[config.mk]
export PLATFORM = sky130hd
export DESIGN_NAME = stun_message_validator_top
export DESIGN_NICKNAME = d
export VERILOG_FILES = /design/src/design/stun_val_pkg.sv /design/src/design/stun_val_fifo.sv /design/src/design/stun_val_parser.sv /design/src/design/stun_message_validator_top.sv
export SDC_FILE = /design/constraint.sdc
export NUM_CORES = 1
export LEC_CHECK = 0
export ABC_CLOCK_PERIOD_IN_PS = 9600
export BUFFER_PORTS_ARGS = -buffer_cell sky130_fd_sc_hd__buf_4
export CAP_MARGIN = 20
export CORE_MARGIN = 2
export CORE_UTILIZATION = 30
export DETAILED_ROUTE_END_ITERATION = 8
export MAX_ROUTING_LAYER = met4
export PLACE_DENSITY_LB_ADDON = 0.1
export SLEW_MARGIN = 20
export SYNTH_ARGS = -nofsm -noshare
export SYNTH_HDL_FRONTEND = slang
export SYNTH_SLANG_ARGS = --single-unit
[constraint.sdc]
create_clock -name clk -period 9.6 [get_ports clk]
set_input_delay 1.92 -clock clk [delete_from_list [all_inputs] [get_ports clk]]
set_output_delay 1.92 -clock clk [all_outputs]
set_load 0.1 [all_outputs]
[src/design/stun_val_pkg.sv]
// shared types and constants for the stun message validator
package stun_val_pkg;

    localparam logic [31:0] FP_XOR      = 32'h5354554e;
    localparam logic [31:0] CRC_POLY    = 32'hEDB88320;
    localparam logic [16:0] HDR_LEN     = 17'd20;
    localparam logic [16:0] COUNT_MAX   = 17'h1FFFF;
    localparam int          ATTR_BITS   = 11;

    typedef enum logic [3:0] {
        V_OK        = 4'd0,
        V_NOT_STUN  = 4'd1,
        V_LEN_MISM  = 4'd2,
        V_OVERRUN   = 4'd3,
        V_AFTER_FP  = 4'd4,
        V_AFTER_MI  = 4'd5,
        V_BAD_LEN   = 4'd6,
        V_DUP       = 4'd7,
        V_FP_MISM   = 4'd8
    } verdict_t;

    typedef enum logic [1:0] {
        PH_HDR  = 2'd0,
        PH_SKIP = 2'd1,
        PH_FP   = 2'd2
    } phase_t;

    localparam logic [0:0] CFG_USERNAME = 1'b0;
    localparam logic [0:0] CFG_SOFTWARE = 1'b1;

    // one queue entry between the front and the back
    typedef struct packed {
        logic [7:0] data_byte;
        logic       last_byte;
    } item_t;

    // closing data of one message, from parser to result register
    typedef struct packed {
        logic [3:0]  verdict;
        logic [1:0]  msg_class;
        logic [11:0] msg_method;
        logic [10:0] attrs_present;
    } result_t;

    function automatic logic [31:0] crc_byte(input logic [31:0] c_in, input logic [7:0] b);
        logic [31:0] c;
        c = c_in ^ {24'd0, b};
        for (int k = 0; k < 8; k++) begin
            c = c[0] ? ((c >> 1) ^ CRC_POLY) : (c >> 1);
        end
        return c;
    endfunction

endpackage

[src/design/stun_val_fifo.sv]
// short queue of input bytes between the front and the back
module stun_val_fifo (
    input  logic                clk,
    input  logic                rst_n,
    input  logic                in_valid,
    output logic                in_stall,
    input  stun_val_pkg::item_t in_item,
    output logic                out_valid,
    input  logic                out_stall,
    output stun_val_pkg::item_t out_item
);
    import stun_val_pkg::*;

    item_t      mem_reg [2];
    logic       wr_ptr_reg, rd_ptr_reg;
    logic [1:0] cnt_reg;
    logic       push, pop;

    assign in_stall  = (cnt_reg == 2'd2);
    assign out_valid = (cnt_reg != 2'd0);
    assign out_item  = mem_reg[rd_ptr_reg];
    assign push      = in_valid && !in_stall;
    assign pop       = out_valid && !out_stall;

    always_ff @(posedge clk)
    begin
        if (push)
        begin
            mem_reg[wr_ptr_reg] <= in_item;
        end
    end

    always_ff @(posedge clk or negedge rst_n)
    begin
        if (!rst_n)
        begin
            wr_ptr_reg <= 1'b0;
            rd_ptr_reg <= 1'b0;
            cnt_reg    <= 2'd0;
        end
        else
        begin
            if (push) wr_ptr_reg <= ~wr_ptr_reg;
            if (pop)  rd_ptr_reg <= ~rd_ptr_reg;
            cnt_reg <= cnt_reg + {1'b0, push} - {1'b0, pop};
        end
    end
endmodule

[src/design/stun_val_parser.sv]
// back part: header checks, attribute walk, crc and verdict
module stun_val_parser (
    input  logic                    clk,
    input  logic                    rst_n,
    input  logic                    in_valid,
    output logic                    in_stall,
    input  stun_val_pkg::item_t     in_item,
    input  logic [15:0]             username_max_len,
    input  logic [15:0]             software_max_len,
    output logic                    out_valid,
    input  logic                    out_stall,
    output stun_val_pkg::result_t   out_res
);
    import stun_val_pkg::*;

    logic [16:0] byte_count_reg, byte_count_next;
    logic [15:0] type_field_reg, type_field_next;
    logic [15:0] decl_len_reg, decl_len_next;
    logic        header_ok_reg, header_ok_next;
    logic [31:0] ahdr_reg, ahdr_next;
    phase_t      phase_reg, phase_next;
    logic [15:0] skip_reg, skip_next;
    logic [ATTR_BITS-1:0] seen_reg, seen_next;
    logic [3:0]  ferr_reg, ferr_next;
    logic [31:0] crc_reg, crc_next;
    logic [31:0] snap_reg, snap_next;
    logic [31:0] fp_reg, fp_next;
    logic        ovalid_reg;
    result_t     res_reg, res_next;

    logic        take;
    logic [7:0]  b;
    logic [16:0] pos, rel;
    logic [15:0] at, an;
    logic [17:0] end_pos;
    logic [3:0]  bit_idx;
    logic        known, lok;
    logic [15:0] pad_len;

    // result register frees as it is taken, so a new byte can enter alongside
    assign in_stall  = ovalid_reg && out_stall;
    assign take      = in_valid && !in_stall;
    assign out_valid = ovalid_reg;
    assign out_res   = res_reg;

    assign b   = in_item.data_byte;
    assign pos = byte_count_reg;
    assign rel = pos - HDR_LEN;

    always_comb
    begin
        at = ahdr_reg[23:8];
        an = {ahdr_reg[7:0], b};
        end_pos = {1'b0, rel} + 18'd1 + {2'd0, an};
        known = 1'b1;
        case (at)
            16'h0006: bit_idx = 4'd0;
            16'h0024: bit_idx = 4'd1;
            16'h802A: bit_idx = 4'd2;
            16'h8029: bit_idx = 4'd3;
            16'h0025: bit_idx = 4'd4;
            16'hC001: bit_idx = 4'd5;
            16'h8022: bit_idx = 4'd6;
            16'h0020: bit_idx = 4'd7;
            16'h0009: bit_idx = 4'd8;
            16'h0008: bit_idx = 4'd9;
            16'h8028: bit_idx = 4'd10;
            default:
            begin
                bit_idx = 4'd0;
                known   = 1'b0;
            end
        endcase
        case (bit_idx)
            4'd0:    lok = an <= username_max_len;
            4'd1:    lok = an == 16'd4;
            4'd2:    lok = an == 16'd8;
            4'd3:    lok = an == 16'd8;
            4'd4:    lok = an == 16'd0;
            4'd5:    lok = an == 16'd4;
            4'd6:    lok = an <= software_max_len;
            4'd7:    lok = an == 16'd8 || an == 16'd20;
            4'd8:    lok = an >= 16'd4;
            4'd9:    lok = an == 16'd20;
            default: lok = an == 16'd4;
        endcase
        pad_len = (an + 16'd3) & 16'hFFFC;
    end

    always_comb
    begin
        logic [16:0] total;
        logic [15:0] tf;
        byte_count_next = byte_count_reg;
        type_field_next = type_field_reg;
        decl_len_next   = decl_len_reg;
        header_ok_next  = header_ok_reg;
        ahdr_next       = ahdr_reg;
        phase_next      = phase_reg;
        skip_next       = skip_reg;
        seen_next       = seen_reg;
        ferr_next       = ferr_reg;
        crc_next        = crc_reg;
        snap_next       = snap_reg;
        fp_next         = fp_reg;
        res_next        = res_reg;
        total           = 17'd0;
        tf              = 16'd0;
        if (take)
        begin
            if (pos < HDR_LEN)
            begin
                case (pos[4:0])
                    5'd0:
                    begin
                        type_field_next[15:8] = b;
                        if (b >= 8'd3) header_ok_next = 1'b0;
                    end
                    5'd1: type_field_next[7:0] = b;
                    5'd2: decl_len_next[15:8] = b;
                    5'd3: decl_len_next[7:0] = b;
                    5'd4: if (b != 8'h21) header_ok_next = 1'b0;
                    5'd5: if (b != 8'h12) header_ok_next = 1'b0;
                    5'd6: if (b != 8'hA4) header_ok_next = 1'b0;
                    5'd7: if (b != 8'h42) header_ok_next = 1'b0;
                    default: ;
                endcase
            end
            else if (ferr_reg == V_OK && rel < {1'b0, decl_len_reg})
            begin
                case (phase_reg)
                    PH_SKIP, PH_FP:
                    begin
                        if (phase_reg == PH_FP) fp_next = {fp_reg[23:0], b};
                        skip_next = skip_reg - 16'd1;
                        if (skip_next == 16'd0) phase_next = PH_HDR;
                    end
                    default:
                    begin
                        if (rel[1:0] == 2'd0) snap_next = crc_reg;
                        ahdr_next = {ahdr_reg[23:0], b};
                        if (rel[1:0] == 2'd3)
                        begin
                            if (end_pos > {2'd0, decl_len_reg})
                                ferr_next = V_OVERRUN;
                            else if (seen_reg[10])
                                ferr_next = V_AFTER_FP;
                            else if (seen_reg[9] && at != 16'h8028)
                                ferr_next = V_AFTER_MI;
                            else if (known && !lok)
                                ferr_next = V_BAD_LEN;
                            else if (known && seen_reg[bit_idx])
                                ferr_next = V_DUP;
                            else
                            begin
                                if (known) seen_next[bit_idx] = 1'b1;
                                skip_next = pad_len;
                                if (pad_len == 16'd0)
                                    phase_next = PH_HDR;
                                else if (known && bit_idx == 4'd10)
                                    phase_next = PH_FP;
                                else
                                    phase_next = PH_SKIP;
                            end
                        end
                    end
                endcase
            end
            crc_next = crc_byte(crc_reg, b);
            byte_count_next = (pos < COUNT_MAX) ? pos + 17'd1 : pos;

            if (in_item.last_byte)
            begin
                total = byte_count_next;
                tf    = type_field_next;
                res_next = '0;
                if (total < HDR_LEN || !header_ok_next)
                    res_next.verdict = V_NOT_STUN;
                else
                begin
                    res_next.msg_class  = {tf[8], tf[4]};
                    res_next.msg_method = {tf[13:9], tf[7:5], tf[3:0]};
                    if ({1'b0, decl_len_next} != total - HDR_LEN || decl_len_next[1:0] != 2'd0)
                        res_next.verdict = V_LEN_MISM;
                    else
                    begin
                        res_next.attrs_present = seen_next;
                        if (ferr_next != V_OK)
                            res_next.verdict = ferr_next;
                        else if (seen_next[10] && fp_next != (~snap_next ^ FP_XOR))
                            res_next.verdict = V_FP_MISM;
                        else
                            res_next.verdict = V_OK;
                    end
                end
                byte_count_next = '0;
                type_field_next = '0;
                decl_len_next   = '0;
                header_ok_next  = 1'b1;
                ahdr_next       = '0;
                phase_next      = PH_HDR;
                skip_next       = '0;
                seen_next       = '0;
                ferr_next       = V_OK;
                crc_next        = '1;
                snap_next       = '0;
                fp_next         = '0;
            end
        end
    end

    always_ff @(posedge clk)
    begin
        res_reg <= res_next;
    end

    always_ff @(posedge clk or negedge rst_n)
    begin
        if (!rst_n)
        begin
            byte_count_reg <= '0;
            type_field_reg <= '0;
            decl_len_reg   <= '0;
            header_ok_reg  <= 1'b1;
            ahdr_reg       <= '0;
            phase_reg      <= PH_HDR;
            skip_reg       <= '0;
            seen_reg       <= '0;
            ferr_reg       <= V_OK;
            crc_reg        <= '1;
            snap_reg       <= '0;
            fp_reg         <= '0;
            ovalid_reg     <= 1'b0;
        end
        else
        begin
            byte_count_reg <= byte_count_next;
            type_field_reg <= type_field_next;
            decl_len_reg   <= decl_len_next;
            header_ok_reg  <= header_ok_next;
            ahdr_reg       <= ahdr_next;
            phase_reg      <= phase_next;
            skip_reg       <= skip_next;
            seen_reg       <= seen_next;
            ferr_reg       <= ferr_next;
            crc_reg        <= crc_next;
            snap_reg       <= snap_next;
            fp_reg         <= fp_next;
            if (take && in_item.last_byte)
                ovalid_reg <= 1'b1;
            else if (!out_stall)
                ovalid_reg <= 1'b0;
        end
    end
endmodule

[src/design/stun_message_validator_top.sv]
// top level of the stun message validator
// Usage:
//   input channel: data_byte with last_byte, valid/stall; one transfer per byte.
//   output channel: verdict, msg_class, msg_method, attrs_present, valid/stall;
//   one transfer per message, produced by the byte carrying last_byte.
//   config: cfg_we with cfg_index (0 username max, 1 software max) and cfg_data,
//   written only while no message is in flight.
// Path: a byte enters a two-entry queue and is parsed when the parser takes it,
//   at which point the verdict is registered in the result register, from which
//   the receiver takes it.
// Throughput: one byte per cycle while the receiver does not stall a waiting
//   verdict; the parser does the header, attribute and byte-wide crc update of a byte in the cycle that it takes it.
// Reset: queue empties, parser returns to start of message, limits go to
//   513 and 763.
// Receiver stall: the verdict holds and the parser takes no byte while it
//   waits; the queue then fills and stalls the sender.
module stun_message_validator_top (
    input  logic        clk,
    input  logic        rst_n,
    input  logic        in_valid,
    output logic        in_stall,
    input  logic [7:0]  data_byte,
    input  logic        last_byte,
    output logic        out_valid,
    input  logic        out_stall,
    output logic [3:0]  verdict,
    output logic [1:0]  msg_class,
    output logic [11:0] msg_method,
    output logic [10:0] attrs_present,
    input  logic        cfg_we,
    input  logic [0:0]  cfg_index,
    input  logic [15:0] cfg_data
);
    import stun_val_pkg::*;

    logic [15:0] user_max_reg, soft_max_reg;
    item_t       q_in, q_out;
    logic        q_valid, q_stall;
    result_t     res;

    always_ff @(posedge clk or negedge rst_n)
    begin
        if (!rst_n)
        begin
            user_max_reg <= 16'd513;
            soft_max_reg <= 16'd763;
        end
        else if (cfg_we)
        begin
            if (cfg_index == CFG_USERNAME) user_max_reg <= cfg_data;
            if (cfg_index == CFG_SOFTWARE) soft_max_reg <= cfg_data;
        end
    end

    assign q_in.data_byte = data_byte;
    assign q_in.last_byte = last_byte;

    stun_val_fifo u_fifo (
        .clk       (clk),
        .rst_n     (rst_n),
        .in_valid  (in_valid),
        .in_stall  (in_stall),
        .in_item   (q_in),
        .out_valid (q_valid),
        .out_stall (q_stall),
        .out_item  (q_out)
    );

    stun_val_parser u_parser (
        .clk              (clk),
        .rst_n            (rst_n),
        .in_valid         (q_valid),
        .in_stall         (q_stall),
        .in_item          (q_out),
        .username_max_len (user_max_reg),
        .software_max_len (soft_max_reg),
        .out_valid        (out_valid),
        .out_stall        (out_stall),
        .out_res          (res)
    );

    assign verdict       = res.verdict;
    assign msg_class     = res.msg_class;
    assign msg_method    = res.msg_method;
    assign attrs_present = res.attrs_present;
endmodule

# Word-level counts from Yosys, hierarchy flattened
# Memory sizes are Yosys's and may differ from the RTL's.
# Index checks and enable logic that the tools add are counted.
# classes
order_cmp,11
addsub,9
reduce_logical,40
eq_ne,49
n_bitwise,15
n_mux,105
# ops
op,n
$mux 32,21
$mux 16,13
$mux 11,12
$not 13->14,8
$mux 24,4
$eq 16x16->1 const B,5
$mux 4,13
$eq 16x4->1 const B,3
$eq 16x6->1 const B,3
$logic_not 16->1,3
$pmux 4 s10,1
$lt 17x5->1 const B,2
$mux 17,2
$sub 17x5->17 const B,2
$eq 16x3->1 const B,2
$le 16x16->1,2
$ne 32x32->1,1
$not 32->32,1
$xor 32x8->32,1
$mux 14,2
$mux 2,14
$mux 8,3
$eq 5x3->1 const B,4
$add 17x1->18 const B,1
other kinds (54),106
# word_totals
word_cells,253
inputBits,31
out_inout_bits,31
mem_count,1
ram_bits,18
register_bits,267
# mem_list
name,words,word_bits,read_ports,rd_ports_with_merged_regs,wr,line_no,source
u_fifo.mem_reg,2,9,1,0,1,stun_val_fifo.sv:14,item_t mem_reg [2];

# Longest topological paths before layout
# logic_depth
ltp_word,22
depth_mapped,33

# Cells and area by module
# A second synthesis with hierarchy kept.
# hier_totals
hier_cells,2056
hier_area_um2,19135.9
# modules_own_cells
module,n_inst,area_each_um2,cells_each,seq_area_each_um2
stun_val_parser,1,17013.8,1941,5967.0
stun_message_validator_top,1,1265.0,69,813.3
stun_val_fifo,1,857.1,46,640.6

# Least setup slack after synthesis
# No wires, ideal clock.
# synth_path
path_type,flip-flop to flip-flop
from,register u_fifo.rd_ptr_reg
to,"register u_parser.res_reg, in the netlist u_parser.out_res[6] (data pin)"
path_buffers,4
path_stages_with_launch,29
setup_ns,0.140
path_slack_ns,3.633
arrival_time_ns,5.828
period_less_slack_ns,5.967
cell_sequence,dfrtp_1 -> clkbuf_1 -> clkbuf_1 -> mux2i_1 -> inv_1 -> ha_1 -> a21o_1 -> a21oi_1 -> nand2_1 -> and2_1 -> o21ai_0 -> nand2b_1 -> a21oi_1 -> nor2_1 -> nor2_1 -> xnor2_1 -> ha_1 -> nand2_1 -> nor2_1 -> a2111oi_0 -> nor2_1 -> a2111oi_0 -> a21oi_1 -> nor3b_1 -> and4_1 -> clkbuf_1 -> clkbuf_1 -> a21oi_1 -> nor2_1
# synth_between
elab_chain_cells,15
# synth_rtl
item,line_no,source
from (decl),stun_val_fifo.sv:15,"logic wr_ptr_reg, rd_ptr_reg;"
from (signal assigned),stun_val_fifo.sv:44,if (pop) rd_ptr_reg <= ~rd_ptr_reg;
$mem_v2 2x9 (*),--,
branches (longest 14 deep; another with $add 18x16->18),--,
to (signal assigned),stun_val_parser.sv:214,res_reg <= res_next;
to (decl),stun_val_parser.sv:29,"result_t res_reg, res_next;"
# Mark *: on every way between the ends. The select of a mux whose other input is x is not followed.
# A chain may end at the register's enable or synchronous reset.

# Worst setup path after layout
# layout_path
from,register u_fifo.rd_ptr_reg
to,register u_parser.phase_reg[1]
# layout_between
elab_chain_cells,14
# layout_rtl
item,line_no,source
$mem_v2 2x9 (*),--,
$add 16x2->16,stun_val_parser.sv:87,pad_len = (an + 16'd3) & 16'hFFFC;
$logic_not 16->1,stun_val_parser.sv:158,if (pad_len == 16'd0)
$mux 2,stun_val_parser.sv:158,
$mux 2,stun_val_parser.sv:152,else if (known && seen_reg[bit_idx])
$mux 2,stun_val_parser.sv:150,else if (known && !lok)
$mux 2,stun_val_parser.sv:148,else if (seen_reg[9] && at != 16'h8028)
$mux 2,stun_val_parser.sv:146,else if (seen_reg[10])
$mux 2,stun_val_parser.sv:144,"if (end_pos > {2'd0, decl_len_reg})"
$mux 2,stun_val_parser.sv:142,if (rel[1:0] == 2'd3)
$mux 2,stun_val_parser.sv:131,case (phase_reg)
$mux 2,stun_val_parser.sv:129,"else if (ferr_reg == V_OK && rel < {1'b0, decl_len_reg})"
$mux 2,stun_val_parser.sv:111,if (pos < HDR_LEN)
$mux 2,stun_val_parser.sv:172,if (in_item.last_byte)
to (signal assigned),stun_val_parser.sv:242,phase_reg <= phase_next;
to (decl),stun_val_parser.sv:21,"phase_t phase_reg, phase_next;"
# Every way passes the cells marked *; elsewhere a longest branch is shown, timed or not. The select of a mux whose other input is x is not followed.

==> impl_metrics.env <==
export IMPL_run_status="finished clean"
export IMPL_ctsRootBufferMaster="clkbuf_16"
export IMPL_synth_warning_count=0
export IMPL_avgViaCountPerCell=5.65
export IMPL_syn_area_per_cell_sq_um=9.12
export IMPL_cts_repair_resized=0
export IMPL_min_path_type="reg -> reg"
export IMPL_fin_util_pct=34.5
export IMPL_power_internal_uw=3570
export IMPL_switching_share_pct=47.0
export IMPL_cts_hold_buffers_added=0
export IMPL_fp_dieArea_sq_um=63800
export IMPL_rsz0062_at_grt="no"
export IMPL_setup_violations=0
export IMPL_report_final_hold_viol_count=0
export IMPL_synthTopCellsByArea="dfrtp_1, edfxtp_1, ha_1"
export IMPL_reg2reg_depth=27
export IMPL_yosys_area_top_type="dfrtp_1"
export IMPL_relSlewSlack_pct=25.3
export IMPL_share_of_total_power_in_sequential_cells_pct=25.9
export IMPL_ios=62
export IMPL_antenna_cells=0
export IMPL_most_common_layout_cells="dfrtp_1, nand2_1, nor2_1, o21ai_0, a21oi_1"
export IMPL_drc_errors=0
export IMPL_final_antenna_net_count=0
export IMPL_max_cap_viol_count=0
export IMPL_gpl_final_weighted_congestion=0.962
export IMPL_most_common_cell_after_layout_fill_and_taps_aside="dfrtp_1"
export IMPL_final_setup_skew_ns=0.0252
export IMPL_grt_max_degree=83
export IMPL_final_layout_size_suffix_gt1_share_pct=12.0
export IMPL_die_x_um=253
export IMPL_critical_path_class="reg -> reg"
export IMPL_synth_seq_cells=285
export IMPL_final_cells=2872
export IMPL_cts_buffers_inserted=38
export IMPL_final_period_utilization_pct=74.6
export IMPL_fp_coreArea_sq_um=61400
export IMPL_drt_initial_drc_count=1299
export IMPL_detailedPlacementHpwl_um=49300
export IMPL_clock_slew_seen_by_the_registers_of_the_worst_setup_and_hold_paths_ns=0.06
export IMPL_syn_instance_count=2033
export IMPL_cts_tree="yes"
export IMPL_detailed_route_wl_um=68500
export IMPL_max_slew_worst_pin_slew_ns=1.11
export IMPL_clock_fmax_ghz=0.140
export IMPL_period_needed_ns=7.16
export IMPL_area_growth_synth_to_final_pct=14.3
export IMPL_total_switching_power_uw=3160
export IMPL_dieHeight_um=253
export IMPL_max_stage_delay_ns=0.81
export IMPL_grt_use_total_pct=22.0
export IMPL_synth_yosys_seq_area_share_pct=40.0
export IMPL_dominantRegCellSynth="dfrtp_1"
export IMPL_critical_path_arrival_ns=7.60
export IMPL_yosys_cell_types=85
export IMPL_power_density_cell_area_nw_per_um2=318
export IMPL_synthDominantCellAreaShare_pct=26.3
export IMPL_worst_skew_pair_late_latency_ns=0.58
export IMPL_level_count_of_the_clock_h_tree=2
export IMPL_netlist_area_sq_um=18500
export IMPL_clock_power_share_pct=21.6
export IMPL_placed_cells=2802
export IMPL_num_rows=91
export IMPL_largest_buffer_count_on_any_clock_path=3
export IMPL_crit_path_frequent_cell="nor2_1"
export IMPL_cts_num_sinks=285
export IMPL_io_buffer_count=61
export IMPL_post_cts_setup_buffers=0
export IMPL_comb_power_share_pct=52.5
export IMPL_cpMaxStageDelayCell="dfrtp_1"
export IMPL_grt_pass1_wl_um=104000
export IMPL_layout_nets=2177
export IMPL_number_of_antenna_violations_at_the_first_check_in_global_routing=0
export IMPL_first_global_vias=16023
export IMPL_floorplan_initialDensity_pct=30.2
export IMPL_finalMaxSlewViolations=0
export IMPL_synth_fp_nets=2158
export IMPL_critical_path_startpoint_type="flip-flop"
export IMPL_worstSetupEndpointType="flip-flop"
export IMPL_number_of_enable_flip_flop_cells_after_synthesis=47
export IMPL_drt_pass_1_iters=5
export IMPL_min_path_cells=2
export IMPL_cp_required_ns=10.05
export IMPL_tns_ns=0
export IMPL_global_route_overflow_total=0
export IMPL_leakage_uw=0.00862
export IMPL_synthArstFlopShare_pct=83.5
export IMPL_total_power_uw=6730
export IMPL_num_vias=16231
export IMPL_timing_critical_path_fanout_max=28
export IMPL_wl_per_cell_um=23.8
export IMPL_worst_ir_drop_vdd_mv=0.242
==> area by class of cell <==
class | count | area, sq um
Clock buffer | 61 | 1180
Clock inverter | 9 | 93.8
Fill cell | 6305 | 40200
Inverter | 89 | 334
Multi-Input combinational cell | 1542 | 10400
Sequential cell | 285 | 7420
Tap cell | 790 | 988
Timing Repair Buffer | 96 | 748
==> logic make-up after synthesis <==
kind of cell             synth area share [%]
AO/OA/AOI/OAI                            21.8
buffers and inverters                    4.28
AND/OR/NAND/NOR                          18.0
adder cells (fa/ha/maj)                  6.38
flip-flops                               40.0
multiplexers                             2.75
XOR/XNOR                                 6.83
==> worst max-delay path: cells and delay by family, from the launching register on <==
family	cells	cell delay, ns
simple gates	12	2.36
compound gates	9	2.09
flops	1	0.81
fa+ha+maj	3	0.77
mux	1	0.51
buf+inv	1	0.36
xor+xnor	1	0.14
==> power groups by stage <==
stage	Combinational (uW)	Clock, uW	Sequential (uW)
after floorplan	2220	0	1970
after global placement	3500	0	1760
after detailed placement	3520	0	1770
after CTS	3550	1490	1750
after global routing	3850	1540	1780
final	3530	1450	1750
==> final timing paths <==
kind	start	end	slack, ns
worst min register to register	u_parser.type_field_reg[4]	u_parser.type_field_reg[4]	0.48
min in group asynchronous	rst_n	user_max_reg[7]	1.33
max in group asynchronous	rst_n	u_parser.fp_reg[9]	6.27
worst max register to register	u_fifo.rd_ptr_reg	u_parser.phase_reg[1]	2.44
worst min-delay path	u_parser.type_field_reg[4]	u_parser.type_field_reg[4]	0.48
worst max-delay path	u_fifo.rd_ptr_reg	u_parser.phase_reg[1]	2.44
==> synth_stat cells, types with 12 or more instances <==
library cell  instances
dfrtp_1             195
nand2_1             184
nor2_1              157
o21ai_0             146
a21oi_1             114
clkbuf_1            103
xnor2_1              99
ha_1                 93
inv_1                86
a22o_1               80
nand4_1              60
edfxtp_1             47
dfstp_2              43
xor2_1               43
nor3_1               39
nand3_1              34
o31ai_1              34
nor4_1               33
mux2i_1              26
a31oi_1              25
a211oi_1             24
a21o_1               24
and4_1               23
mux2_2               21
nor2b_1              18
o211ai_1             18
nand2b_1             16
o21a_1               16
and3_1               15
o31a_1               15
or3_1                15
o22ai_1              13
a211o_1              12
or4_1                12
==> routing by layer <==
layer / vias to the layer above / global-route usage, % / part of all wire, % / routed length (um)
met5: - / - / 0 / 0
met4: 0 / 6.42 / 2.7 / 1860
met3: 85 / 2.73 / 4.7 / 3240
met2: 443 / 34.3 / 46 / 31800
met1: 8115 / 29.9 / 46 / 31600
li1: 7588 / - / - / -
==> per-stage QoR <==
stage | cell area [sq um] | hold slack, ns | setup slack, ns
final | 21200 | 0.479 | 2.44
after floorplan | 18500 | 0.450 | 3.63
after CTS | 21200 | 0.483 | 2.51
after global placement | 19900 | 0.462 | 2.60
after global routing | 21200 | 0.507 | 1.96
after detailed placement | 19900 | 0.470 | 2.55
Note: power is estimated with default switching activity, not from simulation.
